==> config.mk <==
export PLATFORM = sky130hd
export DESIGN_NAME = length_prefixed_to_annexb_converter
export DESIGN_NICKNAME = d
export VERILOG_FILES = /design/src/hdl/lpab_pkg.sv /design/src/hdl/length_prefixed_to_annexb_converter.sv
export SDC_FILE = /design/constraint.sdc
export NUM_CORES = 1
export LEC_CHECK = 0
export BUFFER_PORTS_ARGS = -buffer_cell sky130_fd_sc_hd__buf_2
export CELL_PAD_IN_SITES_DETAIL_PLACEMENT = 1
export CELL_PAD_IN_SITES_GLOBAL_PLACEMENT = 1
export CORE_MARGIN = 3
export CORE_UTILIZATION = 51
export CTS_CLUSTER_DIAMETER = 60
export CTS_CLUSTER_SIZE = 14
export DETAILED_ROUTE_END_ITERATION = 10
export GPL_TIMING_DRIVEN = 0
export PLACE_DENSITY = 0.92
export SLEW_MARGIN = 20
export SYNTH_ARGS = -nofsm -noshare
export SYNTH_HDL_FRONTEND = slang
export SYNTH_SLANG_ARGS = --single-unit
==> constraint.sdc <==
create_clock -name clk -period 5.1 [get_ports clk]
set_input_delay 0.765 -clock clk [delete_from_list [all_inputs] [get_ports clk]]
set_output_delay 0.765 -clock clk [all_outputs]
set_load 0.03 [all_outputs]
==> src/hdl/lpab_pkg.sv <==
// Shared types and constants for the length-prefixed to Annex-B converter.
// Depends on nothing; used by the converter top level.
package lpab_pkg;

    // Status codes carried on the closing result of a unit
    typedef enum logic [1:0] {
        ST_OK    = 2'd0,
        ST_TRUNC = 2'd1,
        ST_LEN   = 2'd2,
        ST_HDR   = 2'd3
    } status_t;

    // Configuration register indexes
    localparam int CFG_INDEX_W = 2;
    localparam int CFG_DATA_W  = 3;
    localparam logic [CFG_INDEX_W-1:0] CFG_NAL_LENGTH_BYTES = 2'd0;
    localparam logic [CFG_INDEX_W-1:0] CFG_CODEC_IS_HEVC    = 2'd1;

    localparam logic [CFG_DATA_W-1:0] NAL_LENGTH_BYTES_RST = 3'd4;

    // NAL length counter and saturation
    localparam int NAL_LEFT_W = 32;
    localparam logic [NAL_LEFT_W-1:0] NAL_LEFT_MAX   = 32'hFFFF_FFFF;
    localparam logic [NAL_LEFT_W-1:0] NAL_SHIFT_LIM  = 32'h00FF_FFFF;

    // Start code 00 00 00 01
    localparam int SC_CNT_W = 3;
    localparam logic [SC_CNT_W-1:0] START_CODE_LEN = 3'd4;
    localparam logic [7:0] SC_ZERO_BYTE = 8'h00;
    localparam logic [7:0] SC_LAST_BYTE = 8'h01;

    // NAL header fields
    localparam logic [7:0] FORBIDDEN_MASK = 8'h80;
    localparam logic [7:0] H264_TYPE_MASK = 8'h1F;
    localparam logic [7:0] H264_TYPE_MAX  = 8'd23;
    localparam logic [7:0] HEVC_TYPE_MASK = 8'h3F;
    localparam logic [7:0] HEVC_TYPE_MAX  = 8'd47;
    localparam logic [7:0] HEVC_TID_MASK  = 8'h07;

    // One stored result word
    typedef struct packed {
        logic [7:0] data;
        logic       byte_valid;
        logic       unit_end;
        status_t    status;
    } res_t;

endpackage

==> src/hdl/length_prefixed_to_annexb_converter.sv <==
// Length-prefixed (AVCC style) to Annex-B NAL stream converter, top level.
// Depends on lpab_pkg for status codes, register indexes and header constants.
// Single module: input register, one step of decode logic, result register.

// Takes one access-unit byte per word on the input channel and produces Annex-B
// words on the output channel, each byte passing the input register and then
// the result register. Length-field and body bytes move at one word per cycle
// while out_ready holds; the first byte of each NAL produces five output words
// (00 00 00 01 and the byte itself), so the output port sets the rate there:
// the byte holds the result register until all five leave; input stalls behind it.
// On the first error (truncated length field, zero length or overrun, bad
// header) nothing more is emitted for the unit; input is dropped up to the
// byte flagged unit_last, which yields one status word with byte_valid low,
// unit_end high and the error code. A good unit ends with unit_end high on
// its last NAL byte. Configuration is taken at any time (cfg_ready is always
// high) but should only be written while the block is idle.
module length_prefixed_to_annexb_converter #(
    parameter int MAX_LENGTH_BYTES = 4
) (
    input  logic                            clk,
    input  logic                            rst_n,

    input  logic                            cfg_valid,
    output logic                            cfg_ready,
    input  logic [lpab_pkg::CFG_INDEX_W-1:0] cfg_index,
    input  logic [lpab_pkg::CFG_DATA_W-1:0]  cfg_data,

    input  logic                            in_valid,
    output logic                            in_ready,
    input  logic [7:0]                      in_byte,
    input  logic                            unit_last,

    output logic                            out_valid,
    input  logic                            out_ready,
    output logic [7:0]                      out_byte,
    output logic                            byte_valid,
    output logic                            unit_end,
    output logic [1:0]                      status
);

    // length field counter must hold the largest field size
    localparam int SEEN_W = $clog2(MAX_LENGTH_BYTES + 1);

    typedef enum logic [1:0] {
        PH_LEN,
        PH_FIRST,
        PH_SECOND,
        PH_BODY
    } phase_t;

    // configuration
    logic [lpab_pkg::CFG_DATA_W-1:0] len_cfg_reg;
    logic                            hevc_reg;

    // input register
    logic       in_vld_reg;
    logic [7:0] in_byte_reg;
    logic       in_last_reg;

    // parse state
    phase_t                          phase_reg, phase_next;
    logic [SEEN_W-1:0]               seen_reg, seen_next;
    logic [lpab_pkg::NAL_LEFT_W-1:0] left_reg, left_next;
    lpab_pkg::status_t               err_reg, err_next;
    logic                            disc_reg, disc_next;

    // result register: one stored word plus pending start-code bytes ahead of it
    logic                           pend_reg, pend_next;
    logic [lpab_pkg::SC_CNT_W-1:0]  sc_cnt_reg, sc_cnt_next;
    lpab_pkg::res_t                 res_reg, res_next;

    // step outputs
    logic                           st_has_res;
    logic [lpab_pkg::SC_CNT_W-1:0]  st_sc;
    lpab_pkg::res_t                 st_res;

    logic res_free;
    logic proc_fire;
    logic out_fire;
    logic [SEEN_W-1:0] eff_len;

    //------------------------------------------------------------------
    // handshakes
    //------------------------------------------------------------------
    assign cfg_ready = 1'b1;
    assign out_valid = pend_reg;
    assign out_fire  = pend_reg & out_ready;
    // result register frees up once its last word leaves this cycle
    assign res_free  = ~pend_reg | ((sc_cnt_reg == '0) & out_ready);
    assign proc_fire = in_vld_reg & res_free;
    assign in_ready  = ~in_vld_reg | proc_fire;

    // effective length field size: 0 acts as 1, clamp to the maximum
    always_comb
    begin
        if (len_cfg_reg == '0)
        begin
            eff_len = SEEN_W'(1);
        end
        else if (32'(len_cfg_reg) > MAX_LENGTH_BYTES)
        begin
            eff_len = SEEN_W'(MAX_LENGTH_BYTES);
        end
        else
        begin
            eff_len = SEEN_W'(len_cfg_reg);
        end
    end

    //------------------------------------------------------------------
    // one parse step on the registered input byte
    //------------------------------------------------------------------
    always_comb
    begin
        logic                            fail_hit;
        lpab_pkg::status_t               fail_code;
        logic                            body_hit;
        logic                            hdr_ok;
        logic [SEEN_W-1:0]               seen_inc;
        logic [lpab_pkg::NAL_LEFT_W-1:0] len_shift;
        logic [lpab_pkg::NAL_LEFT_W-1:0] left_dec;
        logic [7:0]                      hevc_type;
        logic [7:0]                      avc_type;
        logic                            forbidden;
        logic                            overrun;

        phase_next = phase_reg;
        seen_next  = seen_reg;
        left_next  = left_reg;
        err_next   = err_reg;
        disc_next  = disc_reg;

        st_has_res        = 1'b0;
        st_sc             = '0;
        st_res.data       = in_byte_reg;
        st_res.byte_valid = 1'b1;
        st_res.unit_end   = 1'b0;
        st_res.status     = lpab_pkg::ST_OK;

        fail_hit  = 1'b0;
        fail_code = lpab_pkg::ST_OK;
        body_hit  = 1'b0;
        hdr_ok    = 1'b0;

        seen_inc  = seen_reg + SEEN_W'(1);
        len_shift = (left_reg > lpab_pkg::NAL_SHIFT_LIM) ? lpab_pkg::NAL_LEFT_MAX
                                                        : {left_reg[23:0], in_byte_reg};
        left_dec  = left_reg - lpab_pkg::NAL_LEFT_W'(1);
        hevc_type = (in_byte_reg >> 1) & lpab_pkg::HEVC_TYPE_MASK;
        avc_type  = in_byte_reg & lpab_pkg::H264_TYPE_MASK;
        forbidden = (in_byte_reg & lpab_pkg::FORBIDDEN_MASK) != 8'h00;
        // NAL would still need bytes past the unit's last byte
        overrun   = in_last_reg & (left_reg > lpab_pkg::NAL_LEFT_W'(1));

        if (disc_reg)
        begin
            if (in_last_reg)
            begin
                st_has_res        = 1'b1;
                st_res.data       = 8'h00;
                st_res.byte_valid = 1'b0;
                st_res.unit_end   = 1'b1;
                st_res.status     = err_reg;
                phase_next = PH_LEN;
                seen_next  = '0;
                left_next  = '0;
                err_next   = lpab_pkg::ST_OK;
                disc_next  = 1'b0;
            end
        end
        else
        begin
            unique case (phase_reg)
                PH_LEN:
                begin
                    left_next = len_shift;
                    if (seen_inc >= eff_len)
                    begin
                        seen_next = '0;
                        if ((len_shift == '0) || in_last_reg)
                        begin
                            fail_hit  = 1'b1;
                            fail_code = lpab_pkg::ST_LEN;
                        end
                        else
                        begin
                            phase_next = PH_FIRST;
                        end
                    end
                    else
                    begin
                        seen_next = seen_inc;
                        if (in_last_reg)
                        begin
                            fail_hit  = 1'b1;
                            fail_code = lpab_pkg::ST_TRUNC;
                        end
                    end
                end
                PH_FIRST:
                begin
                    if (hevc_reg)
                    begin
                        hdr_ok = ~forbidden && (hevc_type <= lpab_pkg::HEVC_TYPE_MAX)
                              && (left_reg >= lpab_pkg::NAL_LEFT_W'(2));
                    end
                    else
                    begin
                        hdr_ok = ~forbidden && (avc_type != 8'h00)
                              && (avc_type <= lpab_pkg::H264_TYPE_MAX);
                    end
                    if (overrun)
                    begin
                        fail_hit  = 1'b1;
                        fail_code = lpab_pkg::ST_LEN;
                    end
                    else if (!hdr_ok)
                    begin
                        fail_hit  = 1'b1;
                        fail_code = lpab_pkg::ST_HDR;
                    end
                    else
                    begin
                        body_hit   = 1'b1;
                        st_sc      = lpab_pkg::START_CODE_LEN;
                        phase_next = hevc_reg ? PH_SECOND : PH_BODY;
                    end
                end
                PH_SECOND:
                begin
                    if (overrun)
                    begin
                        fail_hit  = 1'b1;
                        fail_code = lpab_pkg::ST_LEN;
                    end
                    else if ((in_byte_reg & lpab_pkg::HEVC_TID_MASK) == 8'h00)
                    begin
                        fail_hit  = 1'b1;
                        fail_code = lpab_pkg::ST_HDR;
                    end
                    else
                    begin
                        body_hit   = 1'b1;
                        phase_next = PH_BODY;
                    end
                end
                PH_BODY:
                begin
                    if (overrun)
                    begin
                        fail_hit  = 1'b1;
                        fail_code = lpab_pkg::ST_LEN;
                    end
                    else
                    begin
                        body_hit = 1'b1;
                    end
                end
                default:
                begin
                    phase_next = PH_LEN;
                end
            endcase

            if (body_hit)
            begin
                st_has_res = 1'b1;
                left_next  = left_dec;
                if (left_dec == '0)
                begin
                    if (in_last_reg)
                    begin
                        // good end of unit
                        st_res.unit_end = 1'b1;
                        phase_next = PH_LEN;
                        seen_next  = '0;
                        left_next  = '0;
                        err_next   = lpab_pkg::ST_OK;
                        disc_next  = 1'b0;
                    end
                    else
                    begin
                        phase_next = PH_LEN;
                    end
                end
            end

            if (fail_hit)
            begin
                if (in_last_reg)
                begin
                    // error on the last byte closes the unit at once
                    st_has_res        = 1'b1;
                    st_sc             = '0;
                    st_res.data       = 8'h00;
                    st_res.byte_valid = 1'b0;
                    st_res.unit_end   = 1'b1;
                    st_res.status     = fail_code;
                    phase_next = PH_LEN;
                    seen_next  = '0;
                    left_next  = '0;
                    err_next   = lpab_pkg::ST_OK;
                    disc_next  = 1'b0;
                end
                else
                begin
                    err_next  = fail_code;
                    disc_next = 1'b1;
                end
            end
        end
    end

    //------------------------------------------------------------------
    // result register next state
    //------------------------------------------------------------------
    always_comb
    begin
        pend_next   = pend_reg;
        sc_cnt_next = sc_cnt_reg;
        res_next    = res_reg;
        if (proc_fire)
        begin
            pend_next   = st_has_res;
            sc_cnt_next = st_sc;
            res_next    = st_res;
        end
        else if (out_fire)
        begin
            if (sc_cnt_reg != '0)
            begin
                sc_cnt_next = sc_cnt_reg - lpab_pkg::SC_CNT_W'(1);
            end
            else
            begin
                pend_next = 1'b0;
            end
        end
    end

    // start-code bytes go out ahead of the stored word
    always_comb
    begin
        if (sc_cnt_reg != '0)
        begin
            out_byte   = (sc_cnt_reg == lpab_pkg::SC_CNT_W'(1)) ? lpab_pkg::SC_LAST_BYTE
                                                                : lpab_pkg::SC_ZERO_BYTE;
            byte_valid = 1'b1;
            unit_end   = 1'b0;
            status     = lpab_pkg::ST_OK;
        end
        else
        begin
            out_byte   = res_reg.data;
            byte_valid = res_reg.byte_valid;
            unit_end   = res_reg.unit_end;
            status     = res_reg.status;
        end
    end

    //------------------------------------------------------------------
    // registers
    //------------------------------------------------------------------
    always_ff @(posedge clk or negedge rst_n)
    begin
        if (!rst_n)
        begin
            len_cfg_reg <= lpab_pkg::NAL_LENGTH_BYTES_RST;
            hevc_reg    <= 1'b0;
            in_vld_reg  <= 1'b0;
            phase_reg   <= PH_LEN;
            seen_reg    <= '0;
            left_reg    <= '0;
            err_reg     <= lpab_pkg::ST_OK;
            disc_reg    <= 1'b0;
            pend_reg    <= 1'b0;
            sc_cnt_reg  <= '0;
        end
        else
        begin
            if (cfg_valid && cfg_ready)
            begin
                unique case (cfg_index)
                    lpab_pkg::CFG_NAL_LENGTH_BYTES: len_cfg_reg <= cfg_data;
                    lpab_pkg::CFG_CODEC_IS_HEVC:    hevc_reg    <= cfg_data[0];
                    default:                        ;
                endcase
            end
            if (in_ready)
            begin
                in_vld_reg <= in_valid;
            end
            if (proc_fire)
            begin
                phase_reg <= phase_next;
                seen_reg  <= seen_next;
                left_reg  <= left_next;
                err_reg   <= err_next;
                disc_reg  <= disc_next;
            end
            pend_reg   <= pend_next;
            sc_cnt_reg <= sc_cnt_next;
        end
    end

    // payload registers
    always_ff @(posedge clk)
    begin
        if (in_valid && in_ready)
        begin
            in_byte_reg <= in_byte;
            in_last_reg <= unit_last;
        end
        res_reg <= res_next;
    end

`ifndef SYNTH
    // start-code bytes only count down ahead of a stored word
    assert property (@(posedge clk) disable iff (!rst_n)
        (sc_cnt_reg != '0) |-> pend_reg)
        else $error("start code pending without result word");

    // a word without a byte always closes the unit
    assert property (@(posedge clk) disable iff (!rst_n)
        (out_valid && !byte_valid) |-> unit_end)
        else $error("status word does not close the unit");

    // error codes only ride on status words
    assert property (@(posedge clk) disable iff (!rst_n)
        (out_valid && (status != lpab_pkg::ST_OK)) |-> (!byte_valid && unit_end))
        else $error("nonzero status on a data word");

    // discard mode always remembers a real error
    assert property (@(posedge clk) disable iff (!rst_n)
        disc_reg |-> (err_reg != lpab_pkg::ST_OK))
        else $error("discarding without an error code");

    // inside a NAL there are bytes left to pass
    assert property (@(posedge clk) disable iff (!rst_n)
        (phase_reg != PH_LEN) |-> (left_reg != '0))
        else $error("NAL phase with no bytes left");
`endif

endmodule

Yosys cells after proc, flatten, opt, wreduce, memory -nomap -nowiden
Index checks and enable logic that the tools add are counted. Widths: inputs -> output; s select.

Bits of input ports: 19. Word-level logic and storage cells: 166. Output and inout bits: 15. Register bits after elaboration: 70.

$add $sub $neg: 3. Equal/unequal tests: 7. Order comparisons: 7. Bitwise operators: 9. Reductions and logical operators: 25. Multiplexer cells: 99.

Operators by type and width (number): $mux 32 (9); $logic_not 32->1 (2); $mux 3 (20); $mux 2 (26); $mux 12 (4); $mux 1 (35); $ge 32x2->1 const B (1); $gt 32x1->1 const B (1); $gt 32x24->1 const B (1); $sub 32x1->32 const B (1); $reduce_and 2->1 (5); $reduce_bool 3->1 (3); $logic_not 8->1 (1); $mux 8 (1); $pmux 2 s4 (1); $reduce_bool 8->1 (1); $le 6x6->1 const B (1); $logic_not 3->1 (2); $pmux 2 s3 (1); $le 5x5->1 const B (1); $logic_and 1x1->1 (5); $and 1x1->1 (4); $eq 2x1->1 const B (2); $eq 2x2->1 const B (2); other kinds (14) (20).

Logic depth before layout (Yosys ltp)
Depth in word-level cells: 15. Gate-level depth with buffers: 12.

Worst setup path before layout
OpenSTA, ideal clock, no wires.

Path kind: reg-to-reg. Start point: register left_reg[1] in the netlist's numbering. End point: register left_reg[10] in the netlist's numbering. Required time: 4.965 ns. Arrival time: 2.986 ns. Library setup time: 0.135 ns. Period minus slack after synthesis: 3.121 ns. Cell stages (with the launch flop): 13. Buffers on the path: 2. Slack: 1.979 ns. Path through: dfrtp_1 inv_1 ha_1 clkbuf_2 nor3b_1 nand4_1 o21ai_0 nand3_1 nor4_1 a31oi_4 o21ai_4 buf_4 o211ai_1.

Word-level cells in the longest chain between the ends: 13. Elaborated cells between the ends (all ways): 34.

RTL lines: from (decl) (RTL line length_prefixed_to_annexb_converter.sv:63) `logic [lpab_pkg::NAL_LEFT_W-1:0] left_reg, left_next;`; from (signal assigned) (RTL line length_prefixed_to_annexb_converter.sv:397) `left_reg <= left_next;`; $ge 32x2->1 (RTL line length_prefixed_to_annexb_converter.sv:205) `&& (left_reg >= lpab_pkg::NAL_LEFT_W'(2));`; $logic_and 1x1->1 (RTL line length_prefixed_to_annexb_converter.sv:205); $mux 1 (RTL line length_prefixed_to_annexb_converter.sv:202) `if (hevc_reg)`; $mux 1 (RTL line length_prefixed_to_annexb_converter.sv:173) `unique case (phase_reg)`; $mux 1 (RTL line length_prefixed_to_annexb_converter.sv:155) `if (disc_reg)`; $mux 1 (RTL line length_prefixed_to_annexb_converter.sv:217) `else if (!hdr_ok)`; $mux 1 (RTL line length_prefixed_to_annexb_converter.sv:212) `if (overrun)`; $pmux 1 s3 (RTL line length_prefixed_to_annexb_converter.sv:173); $mux 1 (RTL line length_prefixed_to_annexb_converter.sv:155); $mux 32 (RTL line length_prefixed_to_annexb_converter.sv:265) `if (body_hit)`; $mux 32 (RTL line length_prefixed_to_annexb_converter.sv:290) `if (in_last_reg)`; $mux 32 * (RTL line length_prefixed_to_annexb_converter.sv:288) `if (fail_hit)`; $mux 32 * (RTL line length_prefixed_to_annexb_converter.sv:155).

Every way passes the cells marked *; elsewhere a longest branch is shown, timed or not. The select of a mux whose other input is x is not followed. A chain may end at the register's enable or synchronous reset.

Worst setup path in the final report
Start point: register left_reg[22] in the netlist's numbering. End point: register left_reg[4] in the netlist's numbering.

The elaborated chain is that of the path after synthesis.

==> results summary <==
The run finished with clean final reports. The path depth of the worst reg2reg path is 10. The area of the core is 10000 µm². Compared with the post-synthesis result, the final layout area differs by 10.2%. The destination of the worst register-to-register timing path is left_reg[4]. The maximum cell stage delay along the critical path came out at approximately 0.77 ns.

STA classifies the critical path startpoint as a flip-flop. The number of diodes is 0. The max-capacitance violation count came out at 0. The total of buffers placed on input and output ports is 32.

The number of nets in the finished design came out at 720. The detailed-router iteration count before antenna repair came out at 6. The average cell area after synthesis came out at approximately 8.4 µm². The number of clock sinks came out at 70. The post-route cell area came out at 5910 µm². The number of top-level pins is 34. In this run, synthesis produced a sequential element count of 70. The path class of the tightest hold or removal check is in2async. The power per cell area came out at between 600 and 700 nW/µm². The non-filler instance count after layout is a little over 800. Setup violations remaining at the end of the flow were counted as 0. The critical-path maximum fanout came out at 10. Setup repair after global routing left no endpoint under its margin. The data arrival time of the worst path is between 4 and 5 ns. The final critical delay including setup and external delays came out at about 4.5 ns. The floorplan die area is approximately 12000 µm².

The critical path starts at left_reg[22]. The maximum frequency from static timing analysis came out at ~0.22 GHz. The worst clock skew came out at 0.00792 ns. For this run, design rule violations remaining after detail routing come to 0. The classification of the worst setup path is reg2reg. The post-CTS setup-driven buffer insertion count came out at 0. The critical path's most frequent cell is sky130_fd_sc_hd__clkbuf_1. The number of clock buffers added by TritonCTS is 9. In the routed layout, each cell is associated on average with a via count of 7.14. The post-detailed-route count of antenna-violating nets is 0. The total grt overflow came out at 0. Summed over all instances, the cell type with the most area after synthesis is sky130_fd_sc_hd__dfrtp_1. The insertion delay of the later-clocked pin in the worst-skew pair is roughly 0.37 ns. After detailed routing, the average wire length per cell comes to between 20 and 30 µm. Data on the critical path is required at its endpoint by about 5.4 ns. Summing all placed instances gives a cell area of ~5700 µm². The startpoint identified for the worst register-to-register timing path is left_reg[22]. The share of the clock period used by the worst path is 87.8%. Counting tap cells, the placed design contains a total of about 810 instances. The fraction of synthesized cell area taken by the top area cell type is between 20 and 25%. The design draws roughly 4 mW. The count of vias placed by the detailed router came out at ~5900. The leakage power is between 2 and 2.5 nW. The number of library cell types mapped by synthesis came out at 77. The post-route netlist has 13.5% of its cells at a drive strength greater than 1.

The clock root buffer is sky130_fd_sc_hd__clkbuf_8. The number of flip-flops under the largest register name came out at 32. The post-synthesis async set-or-reset flop share is 70.0%.

The via count of the first global-routing pass is slightly above 6000. The pin count of the biggest net entering global routing is 50. The floorplan die width is between 100 and 150 µm. The number of buffers on the longest clock path came out at 2. The routed design has about 22000 µm of wire. The kind of capture point of the worst setup path is a flip-flop.

Clock-pin slew was measured on the worst setup and hold paths at approximately 0.080 ns. The count of buffering cells on the critical path with inverters included came out at 2. The number of pins exceeding their max-slew limit in the final report is 0.

The slowest stage of the critical path is the sky130_fd_sc_hd__nor2_1 cell. The setup total negative slack is 0 ns. In this run, synthesis inferred 21 flip-flops with an integrated enable. The height of the chip came out at about 110 µm.

TritonCTS built the clock tree. The post-synth design cell area is 5370 µm². The setup slack of the most critical reg-to-reg path came out at around 0.62 ns. By area the synthesized netlist is led by sky130_fd_sc_hd__dfrtp_1 (22%), sky130_fd_sc_hd__edfxtp_1 (12%), sky130_fd_sc_hd__nand2_1 (4.2%).

The worst max-slew margin expressed relative to the limit came out at around 27%. The count of endpoints failing hold in the final timing report is 0. The iteration-0 DRC count of the detailed router is between 700 and 800. In the synthesized netlist, the number of instances is 641.

The post-cts resize count is 0. The sequential area share after synthesis is 34.6%. The initial core utilization is ~54%. At the pin with the least slew margin, the transition time is between 1 and 1.5 ns. The detailed-placement wirelength estimate came out at 16300 µm. When the netlist entered floorplanning its net count stood at approximately 680. The congestion estimate from routability-driven global placement came to between 0.9 and 1.

The number of levels in the clock H-tree came out at 3. The yosys synthesis warning count came out at 0. The largest vdd supply drop is approximately 0.33 mV.

The fill cell total of the finished layout came out at between 1000 and 1500. The wire length of the first global-routing pass is between 30000 and 40000 µm. The initial antenna violation count came out at 0.

The primary flip-flop cell chosen by synthesis mapping is sky130_fd_sc_hd__dfrtp_1. Walking the worst path, the cells encountered are clkbuf_1 > nor4_2 > nand4_1 > o31ai_2 > nand2b_1 > nor2_1 > clkbuf_1 > o22ai_1 > a32oi_1 > o21ai_1. The floorplan has 36 rows. The post-cts hold buffer count came out at 0.

Among cell families on the critical path, the largest total delay comes from simple AND/OR/NAND/NOR gates. The global-route total usage across every layer came out at slightly below 40%.
[logic make-up (layout without fill, tap and decap cells)]
| kind of cell | count (synthesis) | count (layout) | synth area share (%) |
|---|---|---|---|
| other | 1 | 1 | 0.0699 |
| XOR/XNOR | 7 | 7 | 1.14 |
| flip-flops | 70 | 70 | 34.6 |
| AND/OR/NAND/NOR | 271 | 271 | 28.1 |
| buffers and inverters | 69 | 117 | 5.67 |
| AO/OA/AOI/OAI | 197 | 197 | 24.7 |
| adder cells (fa/ha/maj) | 17 | 17 | 3.96 |
| multiplexers | 9 | 9 | 1.75 |
[per-stage QoR]
step / setup slack (ns) / util, % / hold slack, ns
final: 0.620 / 59.1 / 0.439
after global placement: 0.859 / 56.9 / 0.495
after floorplan: 1.98 / - / 0.469
after global routing: 0.411 / 59.1 / 0.487
after CTS: 0.737 / 59.1 / 0.466
after detailed placement: 0.775 / 56.9 / 0.513
[cells in the mapped netlist (all sizes together) (17+ instances only)]
library cell and instances:
a21oi 40, and2 20, buf 21, clkbuf 27, dfrtp 48, edfxtp 21, ha 17, inv 19
nand2 60, nand3 21, nor2 57, nor3 17, nor4 18, o21ai 63, o31ai 20
[layout by cell type, fill, tap and decap left out, drive strengths merged, types with 4 or more instances in the layout]
| cell type | synthesis | layout |
|---|---|---|
| o21ai | 63 | 63 |
| nand2 | 60 | 60 |
| nor2 | 57 | 57 |
| buf | 21 | 53 |
| dfrtp | 48 | 48 |
| a21oi | 40 | 40 |
| clkbuf | 27 | 37 |
| nand3 | 21 | 21 |
| edfxtp | 21 | 21 |
| and2 | 20 | 20 |
| o31ai | 20 | 20 |
| inv | 19 | 20 |
| nor4 | 18 | 18 |
| nor3 | 17 | 17 |
| ha | 17 | 17 |
| or3 | 15 | 15 |
| nand4 | 15 | 15 |
| o22ai | 12 | 12 |
| nor3b | 9 | 9 |
| o41ai | 8 | 8 |
| a32oi | 7 | 7 |
| nor4b | 7 | 7 |
| mux2i | 6 | 6 |
| nand2b | 6 | 6 |
| a211oi | 6 | 6 |
| xor2 | 5 | 5 |
| or4 | 5 | 5 |
| a31oi | 5 | 5 |
| o311ai | 5 | 5 |
| nand3b | 4 | 4 |
| and4 | 4 | 4 |
| a22o | 4 | 4 |
| clkinv | 2 | 4 |
| or2 | 4 | 4 |
[per-layer routing]
layer | track usage (%) | vias to the layer above | wire (µm)
met5 | 0 | - | 0
met4 | 23.5 | 0 | 1420
met3 | 7.46 | 119 | 1930
met2 | 62.8 | 367 | 10500
met1 | 47.8 | 2887 | 8610
li1 | - | 2494 | -
[power by group]
group	internal, mW	total, mW	leakage (nW)	switching [mW]
Combinational	0.736	2.39	1.36	1.66
Clock	0.275	0.519	0.104	0.244
Sequential	0.836	1.08	0.806	0.245
Total	1.85	3.99	2.27	2.14
[worst max-delay path by stage]
stage | depth (start not counted) | end | slack [ns]
final | 10 | left_reg[4] | 0.62
after global routing | 10 | left_reg[4] | 0.41
after CTS | 10 | left_reg[4] | 0.74
after detailed placement | 12 | left_reg[6] | 0.78
after global placement | 12 | left_reg[6] | 0.86
after floorplan | 12 | left_reg[10] | 1.98
[worst register-to-register path, cell delays in order (launching register included)]
cell and delay [ns]:
sky130_fd_sc_hd__dfrtp_1 0.36, sky130_fd_sc_hd__clkbuf_1 0.21, sky130_fd_sc_hd__nor4_2 0.54, sky130_fd_sc_hd__nand4_1 0.37
sky130_fd_sc_hd__o31ai_2 0.59, sky130_fd_sc_hd__nand2b_1 0.31, sky130_fd_sc_hd__nor2_1 0.77, sky130_fd_sc_hd__clkbuf_1 0.68
sky130_fd_sc_hd__o22ai_1 0.15, sky130_fd_sc_hd__a32oi_1 0.28, sky130_fd_sc_hd__o21ai_1 0.10
[area by class of cell]
cell class	instances	area, µm²	share of cell area (%)
Sequential cell	70	1860	31.4
Buffer	48	225	3.81
Clock inverter	6	85.1	1.44
Tap cell	133	166	2.81
Multi-Input combinational cell	502	3210	54.3
Inverter	21	78.8	1.33
Timing Repair Buffer	32	163	2.75
Clock buffer	10	128	2.16
Note: power is estimated with default switching activity, not from simulation.
